===== src/rtl/round_robin_context_queue_core_assert.svh =====
// ----------------------------------------------------------------------------
// Assertion macros
// Clocked property checks; compiled out when SYNTHESIS is defined.
// ----------------------------------------------------------------------------
`ifndef ROUND_ROBIN_CONTEXT_QUEUE_CORE_ASSERT_SVH
`define ROUND_ROBIN_CONTEXT_QUEUE_CORE_ASSERT_SVH

`ifndef SYNTHESIS
// check with reset masking
`define RRCQ_ASSERT(lbl, clk, rst, prop, msg) \
  lbl: assert property (@(posedge clk) disable iff (rst) prop) else $error(msg);
// check that also holds across reset
`define RRCQ_ASSERT_RST(lbl, clk, prop, msg) \
  lbl: assert property (@(posedge clk) prop) else $error(msg);
`else
`define RRCQ_ASSERT(lbl, clk, rst, prop, msg)
`define RRCQ_ASSERT_RST(lbl, clk, prop, msg)
`endif

`endif


===== src/rtl/rrcq_pkg.sv =====
// ----------------------------------------------------------------------------
// rrcq_pkg
// Shared types, constants and helpers of the round-robin context queue.
// ----------------------------------------------------------------------------
package rrcq_pkg;

  localparam int QUEUE_DEPTH = 16;
  localparam int IDX_W       = (QUEUE_DEPTH > 1) ? $clog2(QUEUE_DEPTH) : 1;
  localparam int CNT_W       = $clog2(QUEUE_DEPTH + 1);
  localparam int PTR_W       = 32;
  localparam int WORDS_W     = 16;

  localparam logic [1:0] OP_CREATE    = 2'd0;
  localparam logic [1:0] OP_START     = 2'd1;
  localparam logic [1:0] OP_SWITCH    = 2'd2;
  localparam logic [1:0] OP_TERMINATE = 2'd3;

  localparam logic [1:0] STAT_OK    = 2'd0;
  localparam logic [1:0] STAT_FULL  = 2'd1;
  localparam logic [1:0] STAT_EMPTY = 2'd2;

  typedef struct packed {
    logic [PTR_W-1:0]   saved;
    logic [PTR_W-1:0]   original;
    logic [WORDS_W-1:0] words;
  } entry_t;

  typedef struct packed {
    logic load;    // capture request
    logic read;    // read head and head+1 entries
    logic commit;  // update ring and results
  } cmd_t;

  function automatic logic [IDX_W-1:0] ring_next(input logic [IDX_W-1:0] idx);
    ring_next = (idx == IDX_W'(QUEUE_DEPTH - 1)) ? '0 : idx + IDX_W'(1);
  endfunction

endpackage


===== src/rtl/rrcq_ctrl.sv =====
// ----------------------------------------------------------------------------
// rrcq_ctrl
// Request sequencer: idle, entry read, commit; drives busy and done.
// ----------------------------------------------------------------------------
`include "round_robin_context_queue_core_assert.svh"

module rrcq_ctrl (
  input  logic          clk,
  input  logic          rst,
  input  logic          start,
  output logic          busy,
  output logic          done,
  output rrcq_pkg::cmd_t cmd
);

  typedef enum logic [2:0] {
    ST_IDLE = 3'b001,
    ST_READ = 3'b010,
    ST_EXEC = 3'b100
  } state_t;

  state_t state;
  state_t state_next;

  always_comb begin
    state_next = state;
    case (state)
      ST_IDLE: begin
        if (start) state_next = ST_READ;
      end
      ST_READ: state_next = ST_EXEC;
      ST_EXEC: state_next = ST_IDLE;
      default: state_next = ST_IDLE;
    endcase
  end

  always_ff @(posedge clk) begin
    if (rst) begin
      state <= ST_IDLE;
      done  <= 1'b0;
    end else begin
      state <= state_next;
      done  <= (state == ST_EXEC);
    end
  end

  assign busy       = (state != ST_IDLE);
  assign cmd.load   = start && (state == ST_IDLE);
  assign cmd.read   = (state == ST_READ);
  assign cmd.commit = (state == ST_EXEC);

  `RRCQ_ASSERT(a_done_after_exec, clk, rst, done |-> $past(state == ST_EXEC),
               "done without a commit cycle")
  `RRCQ_ASSERT(a_accept_busy, clk, rst, (start && !busy) |=> (busy && !done),
               "request accepted but sequencer not busy")
  `RRCQ_ASSERT_RST(a_reset_idle, clk, rst |=> (state == ST_IDLE && !done),
                   "sequencer not idle after reset")

endmodule


===== src/rtl/rrcq_datapath.sv =====
// ----------------------------------------------------------------------------
// rrcq_datapath
// Context ring memory, head/tail/count registers and result registers.
// ----------------------------------------------------------------------------
`include "round_robin_context_queue_core_assert.svh"

module rrcq_datapath (
  input  logic                         clk,
  input  logic                         rst,
  input  rrcq_pkg::cmd_t               cmd,
  input  logic [1:0]                   opcode,
  input  logic [rrcq_pkg::PTR_W-1:0]   stack_pointer,
  input  logic [rrcq_pkg::WORDS_W-1:0] stack_words,
  output logic [1:0]                   status,
  output logic [rrcq_pkg::PTR_W-1:0]   next_pointer,
  output logic                         next_valid,
  output logic [rrcq_pkg::PTR_W-1:0]   freed_pointer,
  output logic [rrcq_pkg::WORDS_W-1:0] freed_words,
  output logic                         freed_valid
);

  rrcq_pkg::entry_t mem [rrcq_pkg::QUEUE_DEPTH];

  logic [1:0]                   req_op;
  logic [rrcq_pkg::PTR_W-1:0]   req_sp;
  logic [rrcq_pkg::WORDS_W-1:0] req_words;

  logic [rrcq_pkg::IDX_W-1:0] head;
  logic [rrcq_pkg::IDX_W-1:0] tail;
  logic [rrcq_pkg::CNT_W-1:0] count;
  logic [rrcq_pkg::IDX_W-1:0] head_next;
  logic [rrcq_pkg::IDX_W-1:0] tail_next;
  logic [rrcq_pkg::CNT_W-1:0] count_next;

  rrcq_pkg::entry_t rd_head;
  rrcq_pkg::entry_t rd_after;

  logic                         wr_en;
  rrcq_pkg::entry_t             wr_data;
  logic [1:0]                   status_next;
  logic [rrcq_pkg::PTR_W-1:0]   next_pointer_next;
  logic                         next_valid_next;
  logic [rrcq_pkg::PTR_W-1:0]   freed_pointer_next;
  logic [rrcq_pkg::WORDS_W-1:0] freed_words_next;
  logic                         freed_valid_next;
  logic [rrcq_pkg::IDX_W-1:0]   head_inc;
  logic [rrcq_pkg::IDX_W-1:0]   tail_inc;

  assign head_inc = rrcq_pkg::ring_next(head);
  assign tail_inc = rrcq_pkg::ring_next(tail);

  always_ff @(posedge clk) begin
    if (cmd.load) begin
      req_op    <= opcode;
      req_sp    <= stack_pointer;
      req_words <= stack_words;
    end
  end

  // registered reads of head and the entry after it
  always_ff @(posedge clk) begin
    if (cmd.read) begin
      rd_head  <= mem[head];
      rd_after <= mem[head_inc];
    end
  end

  always_ff @(posedge clk) begin
    if (cmd.commit && wr_en) begin
      mem[tail] <= wr_data;
    end
  end

  always_comb begin
    head_next          = head;
    tail_next          = tail;
    count_next         = count;
    wr_en              = 1'b0;
    wr_data            = '{saved: req_sp, original: req_sp, words: req_words};
    status_next        = rrcq_pkg::STAT_OK;
    next_pointer_next  = '0;
    next_valid_next    = 1'b0;
    freed_pointer_next = '0;
    freed_words_next   = '0;
    freed_valid_next   = 1'b0;
    if (req_op == rrcq_pkg::OP_CREATE) begin
      if (count == rrcq_pkg::CNT_W'(rrcq_pkg::QUEUE_DEPTH)) begin
        status_next = rrcq_pkg::STAT_FULL;
      end else begin
        wr_en      = 1'b1;
        tail_next  = tail_inc;
        count_next = count + rrcq_pkg::CNT_W'(1);
      end
    end else if (count == '0) begin
      status_next = rrcq_pkg::STAT_EMPTY;
    end else begin
      case (req_op)
        rrcq_pkg::OP_START: begin
          next_pointer_next = rd_head.saved;
          next_valid_next   = 1'b1;
        end
        rrcq_pkg::OP_SWITCH: begin
          wr_en     = 1'b1;
          wr_data   = '{saved: req_sp, original: rd_head.original, words: rd_head.words};
          head_next = head_inc;
          tail_next = tail_inc;
          // new head is the entry just written when only one process is queued
          next_pointer_next = (head_inc == tail) ? req_sp : rd_after.saved;
          next_valid_next   = 1'b1;
        end
        rrcq_pkg::OP_TERMINATE: begin
          freed_pointer_next = rd_head.original;
          freed_words_next   = rd_head.words;
          freed_valid_next   = 1'b1;
          head_next          = head_inc;
          count_next         = count - rrcq_pkg::CNT_W'(1);
          if (count == rrcq_pkg::CNT_W'(1)) begin
            status_next = rrcq_pkg::STAT_EMPTY;
          end else begin
            next_pointer_next = rd_after.saved;
            next_valid_next   = 1'b1;
          end
        end
        default: begin
          status_next = rrcq_pkg::STAT_OK;
        end
      endcase
    end
  end

  always_ff @(posedge clk) begin
    if (rst) begin
      head  <= '0;
      tail  <= '0;
      count <= '0;
    end else if (cmd.commit) begin
      head  <= head_next;
      tail  <= tail_next;
      count <= count_next;
    end
  end

  always_ff @(posedge clk) begin
    if (cmd.commit) begin
      status        <= status_next;
      next_pointer  <= next_pointer_next;
      next_valid    <= next_valid_next;
      freed_pointer <= freed_pointer_next;
      freed_words   <= freed_words_next;
      freed_valid   <= freed_valid_next;
    end
  end

  `RRCQ_ASSERT(a_count_bound, clk, rst,
               count <= rrcq_pkg::CNT_W'(rrcq_pkg::QUEUE_DEPTH),
               "entry count above queue depth")
  `RRCQ_ASSERT(a_ends_meet, clk, rst,
               (count == '0 || count == rrcq_pkg::CNT_W'(rrcq_pkg::QUEUE_DEPTH))
               |-> (head == tail),
               "head and tail differ on empty or full ring")
  `RRCQ_ASSERT(a_ring_idle, clk, rst,
               !$past(cmd.commit) |-> ($stable(head) && $stable(tail) && $stable(count)),
               "ring pointers moved outside commit")

endmodule


===== src/rtl/round_robin_context_queue_core.sv =====
// ----------------------------------------------------------------------------
// round_robin_context_queue_core
// Round-robin ready queue of process contexts kept in a 16-entry ring.
// Each request passes capture, ring read and commit; done is registered from
// the commit state, and a new request is taken only while the sequencer is idle.
// busy is low again in the cycle that shows done; results cannot be stalled.
// Synchronous reset empties the queue; ring contents are not cleared.
// ----------------------------------------------------------------------------
module round_robin_context_queue_core (
  input  logic                         clk,
  input  logic                         rst,
  input  logic                         start,
  output logic                         busy,
  input  logic [1:0]                   opcode,
  input  logic [rrcq_pkg::PTR_W-1:0]   stack_pointer,
  input  logic [rrcq_pkg::WORDS_W-1:0] stack_words,
  output logic                         done,
  output logic [1:0]                   status,
  output logic [rrcq_pkg::PTR_W-1:0]   next_pointer,
  output logic                         next_valid,
  output logic [rrcq_pkg::PTR_W-1:0]   freed_pointer,
  output logic [rrcq_pkg::WORDS_W-1:0] freed_words,
  output logic                         freed_valid
);

  rrcq_pkg::cmd_t cmd;

  rrcq_ctrl u_ctrl (
    .clk   (clk),
    .rst   (rst),
    .start (start),
    .busy  (busy),
    .done  (done),
    .cmd   (cmd)
  );

  rrcq_datapath u_datapath (
    .clk           (clk),
    .rst           (rst),
    .cmd           (cmd),
    .opcode        (opcode),
    .stack_pointer (stack_pointer),
    .stack_words   (stack_words),
    .status        (status),
    .next_pointer  (next_pointer),
    .next_valid    (next_valid),
    .freed_pointer (freed_pointer),
    .freed_words   (freed_words),
    .freed_valid   (freed_valid)
  );

endmodule

===== config.mk =====
export PLATFORM = sky130hd
export DESIGN_NAME = round_robin_context_queue_core
export DESIGN_NICKNAME = d
export VERILOG_FILES = /design/src/rtl/rrcq_pkg.sv /design/src/rtl/rrcq_ctrl.sv /design/src/rtl/rrcq_datapath.sv /design/src/rtl/round_robin_context_queue_core.sv
export VERILOG_INCLUDE_DIRS = /design/src /design/src/rtl
export SDC_FILE = /design/constraint.sdc
export NUM_CORES = 2
export LEC_CHECK = 0
export BUFFER_PORTS_ARGS = -buffer_cell sky130_fd_sc_hd__buf_2
export CELL_PAD_IN_SITES_DETAIL_PLACEMENT = 1
export CELL_PAD_IN_SITES_GLOBAL_PLACEMENT = 1
export CORE_MARGIN = 4
export CORE_UTILIZATION = 50
export CTS_CLUSTER_SIZE = 20
export DETAILED_ROUTE_END_ITERATION = 16
export HOLD_SLACK_MARGIN = 0.02
export PLACE_DENSITY = 0.72
export SLEW_MARGIN = 20
export SYNTH_ARGS = -nofsm -noshare
export SYNTH_HDL_FRONTEND = slang
export SYNTH_SLANG_ARGS = --single-unit

===== constraint.sdc =====
create_clock -name clk -period 8.9 [get_ports clk]
set_clock_uncertainty 0.2 [all_clocks]
set_input_delay 1.335 -clock clk [delete_from_list [all_inputs] [get_ports clk]]
set_output_delay 1.335 -clock clk [all_outputs]
set_load 0.05 [all_outputs]

# Word level (Yosys, flattened, before mapping)
# Memories as Yosys holds them, arrays and structs flattened. A register that Yosys moved wholly into a read port is not among the register bits.
# Cells that the tools add are included.
[op_classes]
add_sub_neg = 4
eq_ne = 15
n_mux = 32
bitwise_logic = 3
n_reduce_logical = 13
[ops]
columns = ["operator", "n"]
rows = [
  ["$mux W48", 3],
  ["$pmux W32 S3", 1],
  ["$mux W32", 2],
  ["$mux W4", 6],
  ["$mux W5", 4],
  ["$reduce_and A4 Y1", 3],
  ["$mux W1", 9],
  ["$add A4 B1 Y4 const B", 2],
  ["$eq A4 B4 Y1 const B", 2],
  ["$mux W2", 4],
  ["$pmux W3 S2", 1],
  ["$reduce_or A2 Y1", 3],
  ["$add A5 B1 Y5 const B", 1],
  ["$eq A5 B1 Y1 const B", 1],
  ["$eq A5 B5 Y1 const B", 1],
  ["$logic_not A5 Y1", 1],
  ["$sub A5 B1 Y5 const B", 1],
  ["$eq A2 B2 Y1 const B", 2],
  ["$eq A4 B4 Y1", 1],
  ["$ne A2 B2 Y1 const B", 2],
  ["$reduce_bool A2 Y1", 2],
  ["$eq A3 B1 Y1 const B", 1],
  ["$eq A3 B2 Y1 const B", 1],
  ["$eq A3 B3 Y1 const B", 1],
  ["9 further kinds", 12],
]
[word_totals]
reg_bits = 151
ram_bits = 1280
inputBits = 53
out_inout_bits = 86
elab_cells = 82
n_memories = 1
[memory_table]
columns = ["name", "words", "word_bits", "rd", "rd_ports_with_merged_regs", "wr", "line_no", "text"]
rows = [
  ["u_datapath.mem", 16, 80, 2, 2, 1, "rrcq_datapath.sv:22", "rrcq_pkg::entry_t mem [rrcq_pkg::QUEUE_DEPTH];"],
]

# Longest topological paths before layout
[depth]
depth_word = 7
depth_mapped = 9

# Modules after synthesis
# From an unflattened synthesis, not the netlist that was laid out.
[unflattened]
cells_unflattened = 2750
hier_area_um2 = 62259.7
[by_module_without_submodules]
columns = ["module", "n_inst", "cells_each", "area_each_um2", "seq_area_each_um2"]
rows = [
  ["rrcq_datapath", 1, 2730, 62085.8, 46084.2],
  ["rrcq_ctrl", 1, 20, 173.9, 80.1],
]

# Least setup slack after synthesis
# OpenSTA, ideal clock, no wires.
[synth_timing]
path_kind = "flip-flop to flip-flop"
start = "register u_ctrl.state[0]"
end = "register u_ctrl.state[0]"
arrival_ns = 9.182
setup_slack_ns = -0.605
stages_incl_launch_ff = 4
cell_sequence = "dfxtp_1 -> nor3b_1 -> and2_1 -> nor2_1"
[synth_between]
elab_chain_cells = 2
elab_cells_between_ends = 4
cone_classes = "eq/ne (3); mux (1)"
[synth_lines]
columns = ["element", "line_no", "text"]
rows = [
  ["start, declared", "rrcq_ctrl.sv:22", "state_t state;"],
  ["start signal, assigned", "rrcq_ctrl.sv:42", "state <= state_next;"],
  ["$eq A3 B2 Y1 or $eq A3 B1 Y1 (tied branches)", "rrcq_ctrl.sv:27", "case (state)"],
  ["$pmux W3 S2 or $ne A2 B2 Y1 (tied branches)", "-", ""],
]
# Parallel ways exist; a longest one is shown, timed or not.
# A chain may end at the register's enable or synchronous reset.

# Final worst setup path
[layout_timing]
start = "register u_datapath.req_op[1]"
end = "memory u_datapath.mem[7][10] (netlist bit), enable pin"
[layout_between]
elab_chain_cells = 7
elab_cells_between_ends = 8
cone_classes = "eq/ne (1); mux (5); reduce/logical (2)"
[layout_lines]
columns = ["element", "line_no", "text"]
rows = [
  ["start, declared", "rrcq_datapath.sv:24", "logic [1:0] req_op;"],
  ["start signal, assigned", "rrcq_datapath.sv:54", "req_op <= opcode;"],
  ["$eq A2 B2 Y1", "rrcq_datapath.sv:97", "case (req_op)"],
  ["$mux W1", "rrcq_datapath.sv:97", ""],
  ["$mux W1", "rrcq_datapath.sv:94", "end else if (count == '0) begin"],
  ["$mux W1 *", "rrcq_datapath.sv:86", "if (req_op == rrcq_pkg::OP_CREATE) begin"],
  ["$logic_and A1 B1 Y1 *", "rrcq_datapath.sv:69", "if (cmd.commit && wr_en) begin"],
  ["$mux W1 *", "rrcq_datapath.sv:69", ""],
  ["$mux W1 (not written as such) *", "rrcq_datapath.sv:70", "mem[tail] <= wr_data;"],
  ["end, declared", "rrcq_datapath.sv:22", ""],
]
# Mark *: on every way between the ends. The rest lies on a longest branch, timed or not.

==> metrics.csv <==
stage;metric;value;unit
final_layout;fin_util;56.8;%
grt;antenna_found_initial;10;
timing;period_share;55.3;%
yosys;ys_top_cells_by_count;edfxtp_1, mux4_2, mux2i_1;
yosys;synth.avg_cell_area;21.3;um^2
final_layout;synthToLayoutAreaGrowth;12.6;%
yosys;yosys_most_used_dff;edfxtp_1;
yosys;syn_area;62600;um^2
grt;grt-ovfl-total;0;
floorplan;initial_core_util;50.5;%
timing;fin_tns_setup;0;ns
yosys;ys_warn_count;0;
cts;clock_latency;0.79;ns
yosys;syn_nets;3004;
placed_design;port_buffers;138;
timing;slew-limit-headroom;23.6;%
detailed_routing;post-route-drc-count;0;
yosys;synth_simple_gate_area_share;2.11;%
floorplan;rows;129;
critical_path;end_kind;flop;
cts;cts_root_buf;clkbuf_16;
yosys;synth_top_family_by_area;multiplexers;
yosys;synthMuxAreaShare;18.8;%
detailed_routing;dr.pass1.iters;5;
worst_hold_path;hold_path.class;flop to flop;
timing;rsz0062_at_grt;no;
yosys;ys_types;51;
detailed_routing;vias;31500;
placed_design;placed_cells;4594;
yosys;ys_seq_area_share;73.7;%
yosys;synth_xor_area_share;0.168;%
yosys;synth_adder_area_share;0.280;%
yosys;async_reset_ff_share;0;%
yosys;synth_top_cell_by_area;edfxtp_1;
timing;hold_viol;0;
critical_path;critPathKind;flop to flop;
critical_path;cp_max_fo;36;
final_layout;drive_above_1_share;29.8;%
cts;cts_hold_buf;0;
cts;numCtsBuffers;162;
detailed_routing;drtIter0Drc;3384;
grt;grt_usage;24.9;%
floorplan;dieArea;131000;um^2
flow_run;maxCapViolations;0;
floorplan;core;124000;um^2
floorplan;dieHeight;362;um
timing;min_period;4.92;ns
power_and_ir_drop;power.total;0.0148;W
detailed_routing;routedWlPerCell;32.9;um
yosys;syn_inst;2937;
timing;setup_viol;0;
cts;cts.repair.resized;0;
final_layout;regArea;46200;um^2
critical_path;setup.worst_path.start_class;flop;
cts;post_cts_buffers;0;
timing;slew_violations;0;
final_layout;multi_input_area;15800;um^2
power_and_ir_drop;vdd_drop_max;211;uV
grt;grt_pass1_vias;34300;
final_layout;final_cells;4897;
yosys;synth_top_area_share;73.2;%
critical_path;arrival;5.13;ns
yosys;synth.area.top_cells;edfxtp_1, mux4_2, mux2i_1;
detailed_routing;drt_wl_total;161000;um
floorplan;ios;139;
yosys;synth_seq_cells;1543;
detailed_routing;viasPerCell;6.44;
grt;grt_max_degree;137;
yosys;synth_most_common_cell;edfxtp_1;
cts;htree_levels;4;
placed_design;hpwl;87300;um
timing;worstMarginPinSlew;1.15;ns
placed_design;place_congestion;0.757;
timing;fmax;0.203;GHz
cts;clk_pin_slew;0.06;ns
floorplan;die_w;362;um
yosys;synth-compound-area-share;3.45;%
cts;clk_path_buf_depth;3;
cts;cts.sinks;1543;
critical_path;critPathRequiredTime;9.10;ns
grt;grt_pass1_wl;237000;um
critical_path;rrSetupSlack;3.98;ns
final_layout;nets;3191;
power_and_ir_drop;p_per_area;210;nW/um^2
final_layout;num-fill-cells;10500;
detailed_routing;postRouteAntennaNets;0;
cts;cts_tree;done;
status;status;finished, final reports clean;
power_and_ir_drop;p_leak;21.9;nW
yosys;synth_edf_count;1526;
==> layout make-up <==
type | count | share of cell area [%]
clock inverter | 100 | 1.24
inverter | 11 | 0.0621
antenna | 1 | 0.00355
sequential | 1543 | 65.5
timing repair buffer | 214 | 1.90
multi-input combinational | 1192 | 22.4
tap | 1637 | 2.90
clock buffer | 199 | 6.06
==> placed cells by master (no fill, tap or decap), drive strengths merged, types with 77 or more instances in the layout <==
cell / Yosys / routed
clkinv: 0 / 77
a21oi: 88 / 88
mux4: 448 / 448
a211oi: 82 / 82
a22oi: 96 / 96
clkbuf: 101 / 199
edfxtp: 1526 / 1526
buf: 90 / 214
nor2b: 83 / 83
mux2i: 114 / 114
==> registers in the layout, indices dropped and copies added (netlist names), 5 cells and up <==
signal / count
u_datapath.mem: 1280
u_datapath.rd_head: 80
u_datapath.freed_pointer: 32
u_datapath.next_pointer: 32
u_datapath.rd_after: 32
u_datapath.req_sp: 32
u_datapath.freed_words: 16
u_datapath.req_words: 16
u_datapath.count: 5
==> metal layers <==
layer,up-vias,GRT usage (%),share of wire [%]
li1,12800,-,-
met1,17100,34.6,40
met2,1331,41.7,51
met3,252,3.85,7.0
met4,0,7.22,2.3
met5,-,0,0
==> worst max-delay path, stage by stage (launching register included) <==
cell and delay, ns:
edfxtp_1 0.44, inv_1 0.15, ha_1 0.57, xnor2_1 0.26, a211oi_4 0.54, nand2_1 0.36, nor2_4 0.55, buf_4 0.65
buf_4 0.73
==> per-stage QoR <==
step	instance area, um^2	hold WS (ns)	setup slack, ns
after global placement	65300	0.333	4.16
after detailed placement	65300	0.341	4.00
final	70500	0.350	3.98
after floorplan	62600	0.318	1.21
after CTS	70500	0.353	3.97
after global routing	70500	0.373	3.74
==> where the power goes <==
group	total (W)	internal (W)	switching, W
Combinational	0.000159	0.0000334	0.000125
Clock	0.00659	0.00380	0.00279
Sequential	0.00810	0.00803	0.0000711
==> worst paths after layout <==
path	from	end	cells past startpoint
max	u_datapath.req_op[1]	u_datapath.mem[7][10]	8
min	u_datapath.rd_head[37]	u_datapath.freed_pointer[21]	1
max reg2reg	u_datapath.req_op[1]	u_datapath.mem[7][10]	8
min reg2reg	u_datapath.rd_head[37]	u_datapath.freed_pointer[21]	1
==> cell families (layout without fill, tap and decap cells) <==
family | count (synthesis) | count (layout)
buffers and inverters | 202 | 524
AO/OA/AOI/OAI | 315 | 315
AND/OR/NAND/NOR | 241 | 241
other | 0 | 1
multiplexers | 610 | 610
adder cells (fa/ha/maj) | 14 | 14
flip-flops | 1543 | 1543
XOR/XNOR | 12 | 12
No activity file was read; power rests on OpenSTA's default activity.
